<file path="src/rtl/pfc_pkg.sv">
// Package for the pixel format converter: format codes, register indexes,
// field widths and the per-format packing and gray weighting functions.
// Depends on nothing; used by pixel_format_converter.
package pfc_pkg;

  // Payload and configuration widths
  localparam int unsigned PixelW   = 24;
  localparam int unsigned FmtW     = 3;
  localparam int unsigned DepthW   = 4;
  localparam int unsigned CfgDataW = 4;
  localparam int unsigned CfgIdxW  = 2;
  localparam int unsigned SumW     = 15;
  localparam int unsigned GrayW    = 8;

  // Pixel format codes; the code above RGB888 is unused
  typedef enum logic [FmtW-1:0] {
    FMT_GRAY8  = 3'd0,
    FMT_RGB332 = 3'd1,
    FMT_RGB444 = 3'd2,
    FMT_RGB555 = 3'd3,
    FMT_RGB565 = 3'd4,
    FMT_RGB666 = 3'd5,
    FMT_RGB888 = 3'd6
  } fmt_e;

  // Configuration register indexes
  typedef enum logic [CfgIdxW-1:0] {
    REG_SOURCE_FORMAT = 2'd0,
    REG_TARGET_FORMAT = 2'd1,
    REG_GRAY_DEPTH    = 2'd2
  } reg_idx_e;

  // Reset values of the configuration registers
  localparam logic [FmtW-1:0]   SourceFormatRst = FMT_RGB888;
  localparam logic [FmtW-1:0]   TargetFormatRst = FMT_RGB565;
  localparam logic [DepthW-1:0] GrayDepthRst    = 4'd8;

  // True for a format code that names a real format.
  function automatic logic fmt_valid(logic [FmtW-1:0] code);
    return code <= FMT_RGB888;
  endfunction

  // Keeps only the bits that belong to a pixel of the given format.
  function automatic logic [PixelW-1:0] pass_mask(fmt_e fmt, logic [PixelW-1:0] p);
    logic [PixelW-1:0] res;
    unique case (fmt)
      FMT_GRAY8,
      FMT_RGB332: res = {16'b0, p[7:0]};
      FMT_RGB444: res = {12'b0, p[11:0]};
      FMT_RGB555: res = {9'b0, p[14:0]};
      FMT_RGB565: res = {8'b0, p[15:0]};
      FMT_RGB666: res = {6'b0, p[17:0]};
      default:    res = p;
    endcase
    return res;
  endfunction

  // Truncates an RGB888 pixel to the field widths of the given format.
  function automatic logic [PixelW-1:0] pack_from_888(fmt_e fmt, logic [PixelW-1:0] p);
    logic [7:0]        r;
    logic [7:0]        g;
    logic [7:0]        b;
    logic [PixelW-1:0] res;
    r = p[23:16];
    g = p[15:8];
    b = p[7:0];
    unique case (fmt)
      FMT_RGB332: res = {16'b0, r[7:5], g[7:5], b[7:6]};
      FMT_RGB444: res = {12'b0, r[7:4], g[7:4], b[7:4]};
      FMT_RGB555: res = {9'b0, r[7:3], g[7:3], b[7:3]};
      FMT_RGB565: res = {8'b0, r[7:3], g[7:2], b[7:3]};
      FMT_RGB666: res = {6'b0, r[7:2], g[7:2], b[7:2]};
      default:    res = p;
    endcase
    return res;
  endfunction

  // Bits of precision of the gray value produced from each source format.
  function automatic logic [DepthW-1:0] gray_bits(fmt_e fmt);
    logic [DepthW-1:0] res;
    unique case (fmt)
      FMT_RGB332: res = 4'd3;
      FMT_RGB444: res = 4'd4;
      FMT_RGB555: res = 4'd5;
      FMT_RGB565,
      FMT_RGB666: res = 4'd6;
      default:    res = 4'd8;
    endcase
    return res;
  endfunction

  // Weighted sum of the three fields, scaled down by 128. The low field takes
  // the smallest weight; formats whose low field is narrow double it.
  function automatic logic [GrayW-1:0] gray_value(fmt_e fmt, logic [PixelW-1:0] p);
    logic [SumW-1:0] sum;
    unique case (fmt)
      FMT_RGB332: sum = SumW'(p[1:0]) * 15'd28 + SumW'(p[4:2]) * 15'd76
                      + SumW'(p[7:5]) * 15'd38 + 15'd1;
      FMT_RGB444: sum = SumW'(p[3:0]) * 15'd14 + SumW'(p[7:4]) * 15'd76
                      + SumW'(p[11:8]) * 15'd38;
      FMT_RGB555: sum = SumW'(p[4:0]) * 15'd14 + SumW'(p[9:5]) * 15'd76
                      + SumW'(p[14:10]) * 15'd38;
      FMT_RGB565: sum = SumW'(p[4:0]) * 15'd28 + SumW'(p[10:5]) * 15'd76
                      + SumW'(p[15:11]) * 15'd76 + 15'd1;
      FMT_RGB666: sum = SumW'(p[5:0]) * 15'd14 + SumW'(p[11:6]) * 15'd76
                      + SumW'(p[17:12]) * 15'd38 + 15'd1;
      FMT_RGB888: sum = SumW'(p[7:0]) * 15'd14 + SumW'(p[15:8]) * 15'd76
                      + SumW'(p[23:16]) * 15'd38 + 15'd1;
      default:    sum = {p[7:0], 7'b0};
    endcase
    return sum[SumW-1:7];
  endfunction

endpackage

</file>
<file path="src/rtl/pixel_format_converter.sv">
// Pixel format converter top level: input register, conversion logic and
// result register on a streaming interface, plus three configuration registers.
// Depends on pfc_pkg.

// The block converts one packed pixel per beat and takes a new beat every
// clock cycle while the output side keeps up. Each pixel passes an input
// register and a result register. The result beat is presented from the result
// register once its pixel has passed the input register. There is no state
// between pixels. A colour target accepts only its own format (passed through,
// masked to the format's width) or RGB888 (truncated and repacked); any other
// pairing, or an unused format code, gives a zero pixel with the error flag in
// tuser. A grayscale target (target format 0) weights the source fields (a gray
// source is passed through) and shifts the gray value to gray_depth bits.
// Configuration must only be written while no beat is in flight.
module pixel_format_converter (
  input  logic                           clk_i,
  input  logic                           rst_ni,
  // Configuration write port
  input  logic                           cfg_we_i,
  input  logic [pfc_pkg::CfgIdxW-1:0]    cfg_index_i,
  input  logic [pfc_pkg::CfgDataW-1:0]   cfg_wdata_i,
  // Input stream
  input  logic                           s_axis_tvalid,
  output logic                           s_axis_tready,
  input  logic [pfc_pkg::PixelW-1:0]     s_axis_tdata,  // [23:0] pixel_word
  // Output stream
  output logic                           m_axis_tvalid,
  input  logic                           m_axis_tready,
  output logic [pfc_pkg::PixelW-1:0]     m_axis_tdata,  // [23:0] pixel_out
  output logic                           m_axis_tuser   // [0] format_error
);

  // Configuration registers
  logic [pfc_pkg::FmtW-1:0]   src_fmt_q;
  logic [pfc_pkg::FmtW-1:0]   dst_fmt_q;
  logic [pfc_pkg::DepthW-1:0] depth_q;

  always_ff @(posedge clk_i or negedge rst_ni) begin
    if (!rst_ni) begin
      src_fmt_q <= pfc_pkg::SourceFormatRst;
      dst_fmt_q <= pfc_pkg::TargetFormatRst;
      depth_q   <= pfc_pkg::GrayDepthRst;
    end else if (cfg_we_i) begin
      unique case (cfg_index_i)
        pfc_pkg::REG_SOURCE_FORMAT: src_fmt_q <= cfg_wdata_i[pfc_pkg::FmtW-1:0];
        pfc_pkg::REG_TARGET_FORMAT: dst_fmt_q <= cfg_wdata_i[pfc_pkg::FmtW-1:0];
        pfc_pkg::REG_GRAY_DEPTH:    depth_q   <= cfg_wdata_i;
        default: ;
      endcase
    end
  end

  // Pipeline handshake: each stage advances when its successor is free
  logic in_valid_q;
  logic out_valid_q;
  logic out_free;
  logic in_free;

  assign out_free      = !out_valid_q || m_axis_tready;
  assign in_free       = !in_valid_q || out_free;
  assign s_axis_tready = in_free;

  // Input register
  logic [pfc_pkg::PixelW-1:0] pix_q;

  always_ff @(posedge clk_i or negedge rst_ni) begin
    if (!rst_ni) begin
      in_valid_q <= 1'b0;
    end else if (in_free) begin
      in_valid_q <= s_axis_tvalid;
    end
  end

  always_ff @(posedge clk_i) begin
    if (in_free && s_axis_tvalid) begin
      pix_q <= s_axis_tdata;
    end
  end

  // Conversion of the registered pixel
  pfc_pkg::fmt_e                src_fmt;
  pfc_pkg::fmt_e                dst_fmt;
  logic [pfc_pkg::GrayW-1:0]    gray;
  logic [pfc_pkg::DepthW-1:0]   gbits;
  logic [pfc_pkg::PixelW-1:0]   res_d;
  logic                         err_d;

  assign src_fmt = pfc_pkg::fmt_e'(src_fmt_q);
  assign dst_fmt = pfc_pkg::fmt_e'(dst_fmt_q);
  assign gray    = pfc_pkg::gray_value(src_fmt, pix_q);
  assign gbits   = pfc_pkg::gray_bits(src_fmt);

  always_comb begin
    res_d = '0;
    err_d = 1'b0;
    if (!pfc_pkg::fmt_valid(src_fmt_q) || !pfc_pkg::fmt_valid(dst_fmt_q)) begin
      err_d = 1'b1;
    end else if (dst_fmt != pfc_pkg::FMT_GRAY8) begin
      if (dst_fmt == src_fmt) begin
        res_d = pfc_pkg::pass_mask(src_fmt, pix_q);
      end else if (src_fmt == pfc_pkg::FMT_RGB888) begin
        res_d = pfc_pkg::pack_from_888(dst_fmt, pix_q);
      end else begin
        err_d = 1'b1;
      end
    end else if (gbits > depth_q) begin
      // Source is finer than the display: drop low bits
      res_d = {16'b0, gray} >> (gbits - depth_q);
    end else begin
      // Display is at least as fine: scale up
      res_d = {16'b0, gray} << (depth_q - gbits);
    end
  end

  // Result register
  logic [pfc_pkg::PixelW-1:0] res_q;
  logic                       err_q;

  always_ff @(posedge clk_i or negedge rst_ni) begin
    if (!rst_ni) begin
      out_valid_q <= 1'b0;
    end else if (out_free) begin
      out_valid_q <= in_valid_q;
    end
  end

  always_ff @(posedge clk_i) begin
    if (out_free && in_valid_q) begin
      res_q <= res_d;
      err_q <= err_d;
    end
  end

  assign m_axis_tvalid = out_valid_q;
  assign m_axis_tdata  = res_q;
  assign m_axis_tuser  = err_q;

  // A refused conversion always carries a zero pixel.
  a_err_zero: assert property (@(posedge clk_i) disable iff (!rst_ni)
    out_valid_q && err_q |-> res_q == '0)
    else $error("format error beat with non-zero pixel");

  // An empty input stage never stalls the source.
  a_empty_ready: assert property (@(posedge clk_i) disable iff (!rst_ni)
    !in_valid_q |-> s_axis_tready)
    else $error("input stage empty but not ready");

  // A pixel that leaves the input stage lands in the result register.
  a_advance: assert property (@(posedge clk_i) disable iff (!rst_ni)
    in_valid_q && out_free |=> out_valid_q)
    else $error("pixel lost between stages");

endmodule
</file>
<file path="config.mk">
export PLATFORM = sky130hd
export DESIGN_NAME = pixel_format_converter
export DESIGN_NICKNAME = d
export VERILOG_FILES = /design/src/rtl/pfc_pkg.sv /design/src/rtl/pixel_format_converter.sv
export SDC_FILE = /design/constraint.sdc
export NUM_CORES = 1
export LEC_CHECK = 0
export ABC_AREA = 1
export BUFFER_PORTS_ARGS = -buffer_cell sky130_fd_sc_hd__buf_2
export CAP_MARGIN = 20
export CORE_AREA = 4 4 147 149
export CTS_BUF_LIST = sky130_fd_sc_hd__clkbuf_16
export DETAILED_ROUTE_END_ITERATION = 16
export DIE_AREA = 0 0 151 153
export GPL_TIMING_DRIVEN = 0
export PLACE_DENSITY = 0.8
export SYNTH_ARGS = -nofsm -noshare
export SYNTH_HDL_FRONTEND = slang
export SYNTH_SLANG_ARGS = --single-unit
</file>
<file path="constraint.sdc">
create_clock -name clk_i -period 16.4 [get_ports clk_i]
set_clock_uncertainty 0.05 [all_clocks]
set_input_delay 0.82 -clock clk_i [delete_from_list [all_inputs] [get_ports clk_i]]
set_output_delay 0.82 -clock clk_i [all_outputs]
set_load 0.02 [all_outputs]
</file>
Word-level counts from Yosys, hierarchy flattened
Index checks and enable logic that the tools add are counted.

Output and inout bits: 27. Logic and storage cells: 91. Register bits after elaboration: 61. Bits of input ports: 35.

Reduce and logical (&&, ||, !) cells: 17. Add/subtract/negate cells: 18. Shifts and indexed selects: 2. Order comparisons: 3. $mul: 18. Equal/unequal tests: 14. Mux-type cells: 11.

Operators by type and width (count): $pmux 24 s5 (2); $mux 24 (4); $pmux 15 s6 (1); $add 15x1->15 const B (3); $mul 6x5->11 const B (3); $add 14x12->15 (2); $mul 5x5->10 const B (3); $add 10x13->14 (2); $mul 8x5->13 const B (2); $shl 8x4->24 (1); $shr 8x4->24 (1); $mul 4x5->9 const B (2); $mul 3x5->8 const B (2); $mul 5x3->8 const B (2); $pmux 4 s4 (1); $add 12x15->15 (1); $add 15x14->15 (1); $eq 3x3->1 const B (5); $add 13x11->14 (1); $add 12x1->13 const B (1); $add 12x10->13 (1); $add 9x12->13 (1); $add 11x9->12 (1); $add 8x11->12 (1); 22 further kinds (39).

Depth between registers and ports, before layout
Gate-level depths: netlist of the first run.

Depth after elaboration: 8. Mapped depth: 34. Mapped depth without buffers: 34.

Worst setup path before layout of the first run
No wires, ideal clock.

Path type: reg-to-reg. From: register pix_q[3] (netlist name). To: register res_q (netlist bit m_axis_tdata[10]) (data pin). Stages on the path, launching flop included: 30. Path slack: 11.261 ns. Setup time: 0.252 ns. Required time: 16.098 ns. Data arrival time: 4.837 ns. Path buffers: 0. Period minus slack after synthesis: 5.139 ns. Path through: edfxtp_1 inv_1 fa_1 inv_1 ha_1 a21oi_1 o21bai_1 a21oi_1 o21bai_1 a21oi_1 o21ai_0 xnor2_1 fa_1 inv_1 ha_1 nand2_1 nor2_1 or2b_2 nand3_1 nand2_1 nand3_1 nand2_1 inv_1 nand2_2 nand3_1 nand3_1 nand3_1 nand3_1 nand2_1 nand2_1.

Word-level cells in the longest chain between the ends: 8. Elaborated cells on any way between the ends: 27. Those cells by class: add/sub: 16; mul: 6; shift: 2; mux: 3.

Ends and longest elaborated chain: start: declaration (RTL line pixel_format_converter.sv:64) `logic [pfc_pkg::PixelW-1:0] pix_q;`; start signal: assignment (RTL line pixel_format_converter.sv:76) `pix_q <= s_axis_tdata;`; $mul 8x3->11 (tied with other cells) (RTL line pfc_pkg.sv:107) `FMT_RGB888: sum = SumW'(p[7:0]) * 15'd14 + SumW'(p[15:8]) * 15'd76`; $add 12x15->15 (tied with other cells) (RTL line pfc_pkg.sv:107); $add 15x14->15 (tied with other cells) (RTL line pfc_pkg.sv:108) `+ SumW'(p[23:16]) * 15'd38 + 15'd1;`; $add 15x1->15 (tied with other cells) (RTL line pfc_pkg.sv:108); $pmux 15 s6 (*) (RTL line pfc_pkg.sv:96) `unique case (fmt)`; $shl 8x4->24 or $shr 8x4->24 (tied branches) (RTL line pixel_format_converter.sv:111, pixel_format_converter.sv:108); $mux 24 (*) (RTL line pixel_format_converter.sv:106) `end else if (gbits > depth_q) begin`; $mux 24 (*) (RTL line pixel_format_converter.sv:98) `end else if (dst_fmt != pfc_pkg::FMT_GRAY8) begin`; end signal: assignment (RTL line pixel_format_converter.sv:129) `res_q <= res_d;`; end: declaration (RTL line pixel_format_converter.sv:116) `logic [pfc_pkg::PixelW-1:0] res_q;`.

Mark *: on every way between the ends. The rest lies on a longest branch, timed or not. A chain may end at the register's enable or synchronous reset.

Worst setup path after layout of the first run
From: register pix_q[6] (netlist name). To: register res_q (netlist bit m_axis_tdata[15]) (data pin).

Word-level cells in the longest chain between the ends: 8. Elaborated cells on any way between the ends: 26. Those cells by class: add/sub: 15; mul: 6; shift: 2; mux: 3.

Ends and longest elaborated chain (RTL line): $mul 8x3->11 (tied with other cells) (pfc_pkg.sv:107); $add 12x15->15 (tied with other cells) (pfc_pkg.sv:107); $add 15x14->15 (tied with other cells) (pfc_pkg.sv:108); $add 15x1->15, on equally long branches (pfc_pkg.sv:108, pfc_pkg.sv:104, pfc_pkg.sv:106); $pmux 15 s6 (*) (pfc_pkg.sv:96); $shl 8x4->24 or $shr 8x4->24 (tied branches) (pixel_format_converter.sv:111, pixel_format_converter.sv:108); $mux 24 (*) (pixel_format_converter.sv:106); $mux 24 (*) (pixel_format_converter.sv:98).

Marks and branches as above.

==> metrics.yaml, run 1 <==
cts:
  ctsHoldBuffers: 0
  clock_path_buffers: 2
  ctsResizeCount: 0
  clock_sinks: 61
  cts_made_buffers: 9
  clk_pin_slew_worst_paths_ns: 0.06
  insertion_delay_ns: 0.34
  cts_tree: "built"
  cts_setup_buffers: 0
  ctsHtreeMaxLevel: 3
  cts_root_buf: "clkbuf_16"
synth:
  synth_edf_count: 49
  ys_ff_latch: 61
  avgSynthCellArea_um2: 7.21
  seq_area_frac_synth_pct: 14.3
  synth_warnings: 0
  netlist-cell-type-count: 53
  yosys_most_used_dff: "edfxtp_1"
  synthArstFlopShare_pct: 19.7
  netlist_instances: 1728
  syn_area_um2: 12500
  postSynthNetCount: 2044
grt:
  grt_pass1_wl_um: 60200
  grt_pass1_vias: 11600
  grtUsageTotal_pct: 33.1
  grt_max_degree: 25
  antenna_found_initial: 0
  overflow: 0
die:
  ios: 62
  rows: 52
  die_h_um: 153
  dieArea_um2: 23100
  start_util_pct: 61.8
  core-area_um2: 20200
  die_w_um: 151
detailed_routing:
  num_vias: 12000
  avgRoutedWirePerCell_um: 18.1
  drt_first_pass_iters: 6
  drt_wl_total_um: 37600
  drtAntennaViolNets: 0
  remaining_drc_errors: 0
  avgViaCountPerCell: 5.80
  drt_iter0_markers: 1213
worst_hold_path:
  hold_path_class: "in2async"
critical_path:
  worstPathMaxFanout: 11
  cp_slowest_cell: "edfxtp_1"
  critPathLaunchType: "register"
  critical_path_class: "reg2reg"
  worstPathArrival_ns: 6.55
  cp_common_cell: "nand2_1"
  crit_required_ns: 16.44
  cpPeakStageDelay_ns: 0.76
  critPathCaptureType: "register"
timing:
  relSlewSlack_pct: 36.8
  fin_crit_sh_pct: 39.7
  period_needed_ns: 6.51
  finalHoldViolations: 0
  rsz0062_at_grt: "false"
  slew_viol_final: 0
  finalSetupTns_ns: 0
  worstMarginPinSlew_ns: 0.947
  setup_violations: 0
  fmax_mhz: 154
power:
  p_per_area_nw_per_um2: 179
  p_leak_nw: 7.23
  irDropWorstVdd_uv: 142
placement:
  numPortBuffers: 61
  dp_hpwl_um: 31700
  place_congestion: 1.00
finish:
  final_cell_mix: "inv_1, nand2_1, ha_1"
  final_util_pct: 66.6
  final_common_cell: "inv_1"
  drive_gt1_share_pct: 8.41
  num-fill-cells: 1805
  diodes: 0
  syn2layout_area_growth_pct: 7.74
  fin_nets: 2118
job:
  cap_violations: 0
outcome:
  status: "complete, no violations"
==> cell usage after synthesis, types with 7 or more instances <==
master / instances / area (um2)
a21oi_1: 110 / 551
a31oi_1: 13 / 81.3
dfrtp_1: 8 / 200
edfxtp_1: 49 / 1470
fa_1: 67 / 1340
ha_1: 214 / 2680
inv_1: 342 / 1280
inv_2: 10 / 37.5
nand2_1: 341 / 1280
nand2_2: 11 / 68.8
nand3_1: 136 / 681
nand3_2: 10 / 100
nand4_1: 15 / 93.8
nor2_1: 95 / 357
nor2_2: 7 / 43.8
nor3_1: 11 / 55.1
o21ai_0: 71 / 355
o21ai_1: 7 / 35.0
o21bai_1: 20 / 150
o22ai_1: 22 / 138
o31ai_1: 8 / 60.1
xnor2_1: 25 / 219
xor2_1: 58 / 508
==> worst max-delay path: cells and delay by family (launching register included) <==
family | cells | cell delay (ns)
XOR/XNOR | 2 | 0.41
AO/OA/AOI/OAI | 3 | 0.60
buffers and inverters | 5 | 1.09
adder cells (fa/ha/maj) | 5 | 1.96
AND/OR/NAND/NOR | 13 | 1.37
flip-flops | 1 | 0.76
==> registers in the layout, indices dropped and copies added (netlist names) <==
name,count
src_fmt,3
m_axis_tdata,24
depth_q,4
dst_fmt,3
pix_q,24
in_valid_q,1
m_axis_tuser,1
m_axis_tvalid,1
==> layer usage <==
| metal | share of wire (%) | up-vias | track usage, % |
|---|---|---|---|
| met1 | 43 | 5626 | 47.0 |
| met5 | 0 | - | 0 |
| met2 | 44 | 526 | 50.9 |
| li1 | - | 5798 | - |
| met3 | 9.9 | 98 | 5.83 |
| met4 | 3.6 | 0 | 11.1 |
==> worst paths after layout <==
path                                   startpoint  cells past startpoint  slack, ns                             end
max                            pix_q[6]$_DFFE_PP_                     28       9.89  m_axis_tdata[15]$_SDFFCE_PP0P_
min                                        rst_ni                      1       0.30          depth_q[1]$_DFFE_PN0P_
max reg2reg                    pix_q[6]$_DFFE_PP_                     28       9.89  m_axis_tdata[15]$_SDFFCE_PP0P_
min reg2reg                in_valid_q$_DFFE_PN0N_                      2       0.45       m_axis_tvalid$_DFFE_PN0P_
max in group asynchronous                  rst_ni                      1      15.73          src_fmt[1]$_DFFE_PN1P_
min in group clk_i         in_valid_q$_DFFE_PN0N_                      2       0.45       m_axis_tvalid$_DFFE_PN0P_
==> kinds of logic after synthesis <==
kind of cell	synth area share, %
buffers and inverters	11.4
XOR/XNOR	5.83
flip-flops	14.3
AND/OR/NAND/NOR	23.2
adder cells (fa/ha/maj)	32.2
AO/OA/AOI/OAI	13.1
==> stage by stage <==
step	setup slack, ns	power, W	hold WS [ns]	area (um2)	cells
2_1_floorplan	11.26	0.00172	0.397	12500	1728
3_3_place_gp	10.16	0.00213	0.409	13100	2059
3_5_place_dp	10.12	0.00216	0.433	13100	2060
4_1_cts	10.08	0.00236	0.307	13400	2076
5_1_grt	9.57	0.00268	0.320	13400	2077
6_report	9.89	0.00241	0.301	13400	2077
==> area by class of cell <==
| class | instances | area, um2 | area share (%) |
|---|---|---|---|
| well taps | 270 | 338 | 2.52 |
| clock inverters | 6 | 45.0 | 0.335 |
| clock buffers | 10 | 250 | 1.86 |
| plain buffers | 16 | 96.3 | 0.717 |
| inverters | 354 | 1330 | 9.89 |
| repair buffers | 63 | 328 | 2.44 |
| multi-input cells | 1297 | 9270 | 69.0 |
| flip-flops and latches | 61 | 1780 | 13.2 |
==> report_power, final <==
group / leakage, nW / switching [W] / total [W] / internal (W)
logic: 6.48 / 0.00130 / 0.00199 / 0.000692
registers: 0.617 / 0.0000278 / 0.000227 / 0.000199
clock network: 0.136 / 0.0000767 / 0.000189 / 0.000112
total: 7.23 / 0.00140 / 0.00241 / 0.00100
Note: power is estimated with default switching activity, not from simulation.
==> run 2, diff against run 1 <==
clock period = 6.49 ns   (was 16.4 ns; I/O delays follow)
==> metrics.yaml, run 2 (synthesis gave the netlist of run 1 again) <==
outcome:
  status: "complete, no violations"  # unchanged
cts:
  clk_pin_slew_worst_paths_ns: 0.06  # about the same
  cts_root_buf: "clkbuf_16"  # unchanged
  cts_made_buffers: 9  # unchanged
  clock_path_buffers: 2  # unchanged
  clock_sinks: 61  # unchanged
  ctsHtreeMaxLevel: 3  # unchanged
  insertion_delay_ns: 0.33  # was 0.34 ns
  cts_tree: "built"  # unchanged
placement:
  place_inst: 2060  # unchanged
  place_congestion: 1.00  # unchanged
  numPortBuffers: 61  # unchanged
  dp_hpwl_um: 31700  # unchanged
timing:
  slew_viol_final: 0  # unchanged
  finalHoldViolations: 0  # unchanged
  finalSetupTns_ns: 0  # unchanged
  fin_crit_sh_pct: 94.3  # was 39.7%
  setup_violations: 0  # unchanged
  worstMarginPinSlew_ns: 0.952  # was 0.947 ns
  rsz0062_at_grt: "false"  # unchanged
  period_needed_ns: 6.12  # was 6.51 ns
  holdWs_ns: 0.112  # was 0.301 ns
  fmax_mhz: 163  # was 154 MHz
  relSlewSlack_pct: 36.5  # was 36.8%
finish:
  num-fill-cells: 1804  # was 1,805
  fin_cells: 2087  # was 2,077
  syn2layout_area_growth_pct: 8.42  # was 7.74%
  fin_nets: 2128  # was 2,118
  final_cell_mix: "inv_1, nand2_1, ha_1"  # unchanged
  final_common_cell: "inv_1"  # unchanged
  diodes: 0  # unchanged
  drive_gt1_share_pct: 8.97  # was 8.41%
  multi_input_area_um2: 9270  # about the same
  regArea_um2: 1780  # unchanged
  final_util_pct: 67.0  # was 66.6%
grt:
  antenna_found_initial: 0  # unchanged
  grt_pass1_vias: 11600  # about the same
  overflow: 0  # unchanged
  met3_usage_pct: 5.83  # unchanged
  grt_pass1_wl_um: 60300  # was 60,200 um
  use_met1_pct: 47.1  # was 47.0%
  grtUsageTotal_pct: 33.1  # about the same
  met2_usage_pct: 51.0  # was 50.9%
  top_usage_layer: "met2"  # unchanged
  grt_max_degree: 25  # unchanged
critical_path:
  crit_required_ns: 6.49  # was 16.44 ns
  cp_slowest_cell: "edfxtp_1"  # unchanged
  critical_path_class: "reg2reg"  # unchanged
  worstPathArrival_ns: 6.12  # was 6.55 ns
  cp_top_family: "adder cells"  # unchanged
  worstPathMaxFanout: 11  # unchanged
  cp_common_cell: "nand2_1"  # unchanged
  cp.buffers_inverters: 4  # was 5
  critPathCaptureType: "register"  # unchanged
  critPathLaunchType: "register"  # unchanged
  cpPeakStageDelay_ns: 0.73  # was 0.76 ns
power:
  irDropWorstVdd_uv: 364  # was 142 uV
  p_leak_nw: 7.28  # was 7.23 nW
  p_per_area_nw_per_um2: 450  # was 179 nW/um2
  total_power_w: 0.00608  # was 0.00241 W
detailed_routing:
  drt_first_pass_iters: 6  # unchanged
  drtAntennaViolNets: 0  # unchanged
  avgRoutedWirePerCell_um: 18.1  # about the same
  avgViaCountPerCell: 5.81  # was 5.80
  remaining_drc_errors: 0  # unchanged
  drt_iter0_markers: 1233  # was 1,213
  num_vias: 12100  # was 12,000
  drt_wl_total_um: 37800  # was 37,600 um
die:
  rows: 52  # unchanged
  core-area_um2: 20200  # unchanged
  die_h_um: 153  # unchanged
  ios: 62  # unchanged
  start_util_pct: 61.8  # unchanged
  dieArea_um2: 23100  # unchanged
  die_w_um: 151  # unchanged
worst_hold_path:
  hold_path_class: "in2reg"  # was in2async
job:
  cap_violations: 0  # unchanged
[run 2: changes by cell type in the layout (fill, tap and decap cells not counted), sizes merged]
cell,before,now
buf,72,81
clkinv,4,3
clkinvlp,3,4
dlygate4sd3,0,1
[run 2: cell type report]
cell class,count,share of cell area [%]
flip-flops and latches,61,13.1
plain buffers,16,0.713
clock buffers,10,1.85
well taps,270,2.50
inverters,354,9.86
clock inverters,6,0.333
repair buffers,73,3.00
multi-input cells,1297,68.6
[run 2: final timing paths]
kind                                        start                            end  slack [ns]  cells after the start
max                            pix_q[0]$_DFFE_PP_  m_axis_tdata[8]$_SDFFCE_PP0P_        0.37                     32
min                               s_axis_tdata[5]             pix_q[5]$_DFFE_PP_        0.11                      1
max reg2reg                    pix_q[0]$_DFFE_PP_  m_axis_tdata[8]$_SDFFCE_PP0P_        0.37                     32
min reg2reg                in_valid_q$_DFFE_PN0N_      m_axis_tvalid$_DFFE_PN0P_        0.45                      2
max in group asynchronous                  rst_ni         src_fmt[1]$_DFFE_PN1P_        5.75                      2
min in group asynchronous                  rst_ni         depth_q[0]$_DFFE_PN0P_        0.37                      2
[run 2: what timing repair did]
action / 4_1_cts / 5_1_grt
gates resized for setup: 0 / 2
endpoints found under the setup margin: 0 / 22
hold endpoints to repair: 8 / 0
setup buffers: 0 / 9
hold buffers: 1 / 0
[run 2: per-layer routing]
| layer | share of wire [%] | up-vias |
|---|---|---|
| li1 | - | 5818 |
| met1 | 43 | 5633 |
| met2 | 43 | 575 |
| met3 | 10 | 109 |
| met4 | 3.8 | 0 |
| met5 | 0 | - |
[run 2: report_power, final]
group | total, W | leakage (nW) | internal (W) | switching (W)
registers | 0.000568 | 0.617 | 0.000504 | 0.0000643
clock network | 0.000475 | 0.136 | 0.000283 | 0.000192
logic | 0.00504 | 6.52 | 0.00175 | 0.00328
[run 2: through the flow]
stage	setup WS, ns	cell area, um2
5_1_grt	0.0203	13500
3_3_place_gp	0.247	13100
2_1_floorplan	1.35	12500
6_report	0.367	13500
3_5_place_dp	0.208	13100
4_1_cts	0.175	13400
==> run 3, diff against run 2 <==
BUFFER_PORTS_ARGS = -buffer_cell sky130_fd_sc_hd__buf_4   (was -buffer_cell sky130_fd_sc_hd__buf_2)
==> metrics.yaml, run 3 (synthesis gave the netlist of run 1 again) <==
outcome:
  status: "finished, violations left"  # was complete, no violations
  failed_checks: "design-rule violations"
cts:
  clock_path_buffers: 2  # unchanged
  insertion_delay_ns: 0.33  # about the same
  cts_root_buf: "clkbuf_16"  # unchanged
  clk_pin_slew_worst_paths_ns: 0.06  # about the same
  cts_tree: "built"  # unchanged
  clock_sinks: 61  # unchanged
  cts_made_buffers: 9  # unchanged
  ctsHtreeMaxLevel: 3  # unchanged
timing:
  fmax_mhz: 165  # was 163 MHz
  worstMarginPinSlew_ns: 1.17  # was 0.952 ns
  finalSetupTns_ns: 0  # unchanged
  rsz0062_at_grt: "false"  # unchanged
  setup_violations: 0  # unchanged
  slew_viol_final: 0  # unchanged
  fin_crit_sh_pct: 93.2  # was 94.3%
  period_needed_ns: 6.05  # was 6.12 ns
  relSlewSlack_pct: 21.3  # was 36.5%
  finalHoldViolations: 0  # unchanged
grt:
  grtUsageTotal_pct: 33.6  # was 33.1%
  grt_pass1_wl_um: 60900  # was 60,300 um
  antenna_found_initial: 0  # unchanged
  grt_pass1_vias: 11700  # was 11,600
  overflow: 0  # unchanged
  grt_max_degree: 25  # unchanged
detailed_routing:
  routed.top_layer: "met5"  # was met4
  avgRoutedWirePerCell_um: 18.5  # was 18.1 um
  drt_iter0_markers: 1089  # was 1,233
  drt_first_pass_iters: 13  # was 6
  drt_wl_total_um: 38700  # was 37,800 um
  avgViaCountPerCell: 5.83  # was 5.81
  wl_met3_um: 4250  # was 3860 um
  drtAntennaViolNets: 0  # unchanged
  wl_met2_um: 16700  # was 16,400 um
  num_vias: 12200  # was 12,100
  remaining_drc_errors: 2  # was 0
  wl_met1_um: 16000  # was 16,100 um
finish:
  drive_gt1_share_pct: 9.07  # was 8.97%
  fin_nets: 2131  # was 2,128
  final_common_cell: "inv_1"  # unchanged
  regArea_um2: 1780  # unchanged
  multi_input_area_um2: 9270  # unchanged
  fin_area_um2: 13700  # was 13,500 um2
  diodes: 0  # unchanged
  num-fill-cells: 1758  # was 1,804
  syn2layout_area_growth_pct: 10.1  # was 8.42%
  final_cell_mix: "inv_1, nand2_1, ha_1"  # unchanged
critical_path:
  rr_startpoint: "pix_q[0]$_DFFE_PP_"  # unchanged
  cp_top_family: "adder cells"  # unchanged
  crit_chain: "fa_1 -> ha_1 -> inv_1 -> fa_1 -> xnor2_1 -> fa_1 -> ha_1 -> nand2_1 -> a21oi_1 -> nor2_1 -> nand2_2 -> xor2_1 -> nor2_1 -> nor2_1 -> nand2_1 -> nand2_1 -> nand2_1 -> nand2_1 -> nand2_1 -> nand3_1 -> nand2_1 -> nand2_1 -> a21oi_2"
  worstPathArrival_ns: 6.17  # was 6.12 ns
  cp_common_cell: "nand2_1"  # unchanged
  critical_path_class: "reg2reg"  # unchanged
  r2r_end: "m_axis_tdata[7]$_SDFFCE_PP0P_"  # was m_axis_tdata[8]$_SDFFCE_PP0P_
  cp_slowest_cell: "xnor2_1"  # was edfxtp_1
  startpoint: "pix_q[0]$_DFFE_PP_"  # unchanged
  worstPathMaxFanout: 11  # unchanged
  critPathLaunchType: "register"  # unchanged
  worst_r2r_path_depth: 23  # was 32
  cpPeakStageDelay_ns: 0.95  # was 0.73 ns
  crit_required_ns: 6.61  # was 6.49 ns
  worst-r2r-setup-slack_ns: 0.44  # was 0.37 ns
  timing.critical_path.depth: 23  # was 32
  cp.buffers_inverters: 1  # was 4
  critPathCaptureType: "register"  # unchanged
placement:
  place_area_um2: 13300  # was 13,100 um2
  dp_hpwl_um: 32100  # was 31,700 um
  numPortBuffers: 61  # unchanged
  place_congestion: 1.03  # was 1.00
worst_hold_path:
  holdPathStages: 1  # unchanged
  min_from: "s_axis_tdata[22]"  # was s_axis_tdata[5]
  whs_endpoint: "pix_q[22]$_DFFE_PP_"  # was pix_q[5]$_DFFE_PP_
  hold_path_class: "in2reg"  # unchanged
die:
  core-area_um2: 20200  # unchanged
  dieArea_um2: 23100  # unchanged
  start_util_pct: 61.8  # unchanged
  die_w_um: 151  # unchanged
  die_h_um: 153  # unchanged
  rows: 52  # unchanged
  ios: 62  # unchanged
power:
  p_per_area_nw_per_um2: 452  # was 450 nW/um2
  p_leak_nw: 7.37  # was 7.28 nW
  irDropWorstVdd_uv: 373  # was 364 uV
job:
  cap_violations: 0  # unchanged
==> run 3: cell types whose count changed in the layout (fill, tap and decap cells not counted) <==
cell,before,now
buf_4,11,75
inv_6,1,0
clkinvlp_4,4,2
inv_1,342,343
buf_2,65,4
clkbuf_16,10,12
==> run 3: worst max-delay path by stage <==
stage | endpoint
after floorplan | m_axis_tdata[10]$_SDFFCE_PP0P_
after global placement | m_axis_tdata[13]$_SDFFCE_PP0P_
after detailed placement | m_axis_tdata[0]$_SDFFCE_PP0P_
after CTS | m_axis_tdata[13]$_SDFFCE_PP0P_
after global routing | m_axis_tdata[8]$_SDFFCE_PP0P_
final | m_axis_tdata[7]$_SDFFCE_PP0P_
==> run 3: layer usage <==
metal	track usage (%)	up-vias
met4	12.0	2
met3	8.94	112
met5	2.39	-
met2	51.1	627
met1	46.0	5617
li1	-	5818
==> run 3: where the power goes <==
part | switching, W | total [W] | internal, W
sequential | 0.0000631 | 0.000567 | 0.000504
combinational | 0.00333 | 0.00511 | 0.00179
clock | 0.000189 | 0.000516 | 0.000327
==> run 3: area by class of cell <==
class,count,area share (%)
buffer,16,0.702
clock buffer,12,2.19
clock inverter,4,0.182
inverter,354,9.71
multi-input combinational,1297,67.6
sequential,61,12.9
tap,270,2.46
timing repair buffer,76,4.23
==> run 3: metrics by stage <==
stage / worst slack (ns) / cells / total power (W) / hold WS (ns) / utilization (%)
after floorplan: 1.35 / 1728 / 0.00434 / -0.0211 / -
after global placement: 0.203 / 2059 / 0.00541 / 0.118 / 65.8
after detailed placement: 0.245 / 2060 / 0.00550 / 0.121 / 65.8
after CTS: 0.220 / 2077 / 0.00606 / 0.109 / 67.5
after global routing: 0.00688 / 2090 / 0.00688 / 0.103 / 68.0
final: 0.442 / 2090 / 0.00620 / 0.112 / 68.0
==> run 3: what timing repair did <==
| action | in CTS | in global routing |
|---|---|---|
| endpoints found under the hold margin | 12 | 0 |
| buffers inserted | 0 | 13 |
| hold buffers | 1 | 0 |
| gates resized for setup | 0 | 2 |
| endpoints found under the setup margin | 0 | 22 |
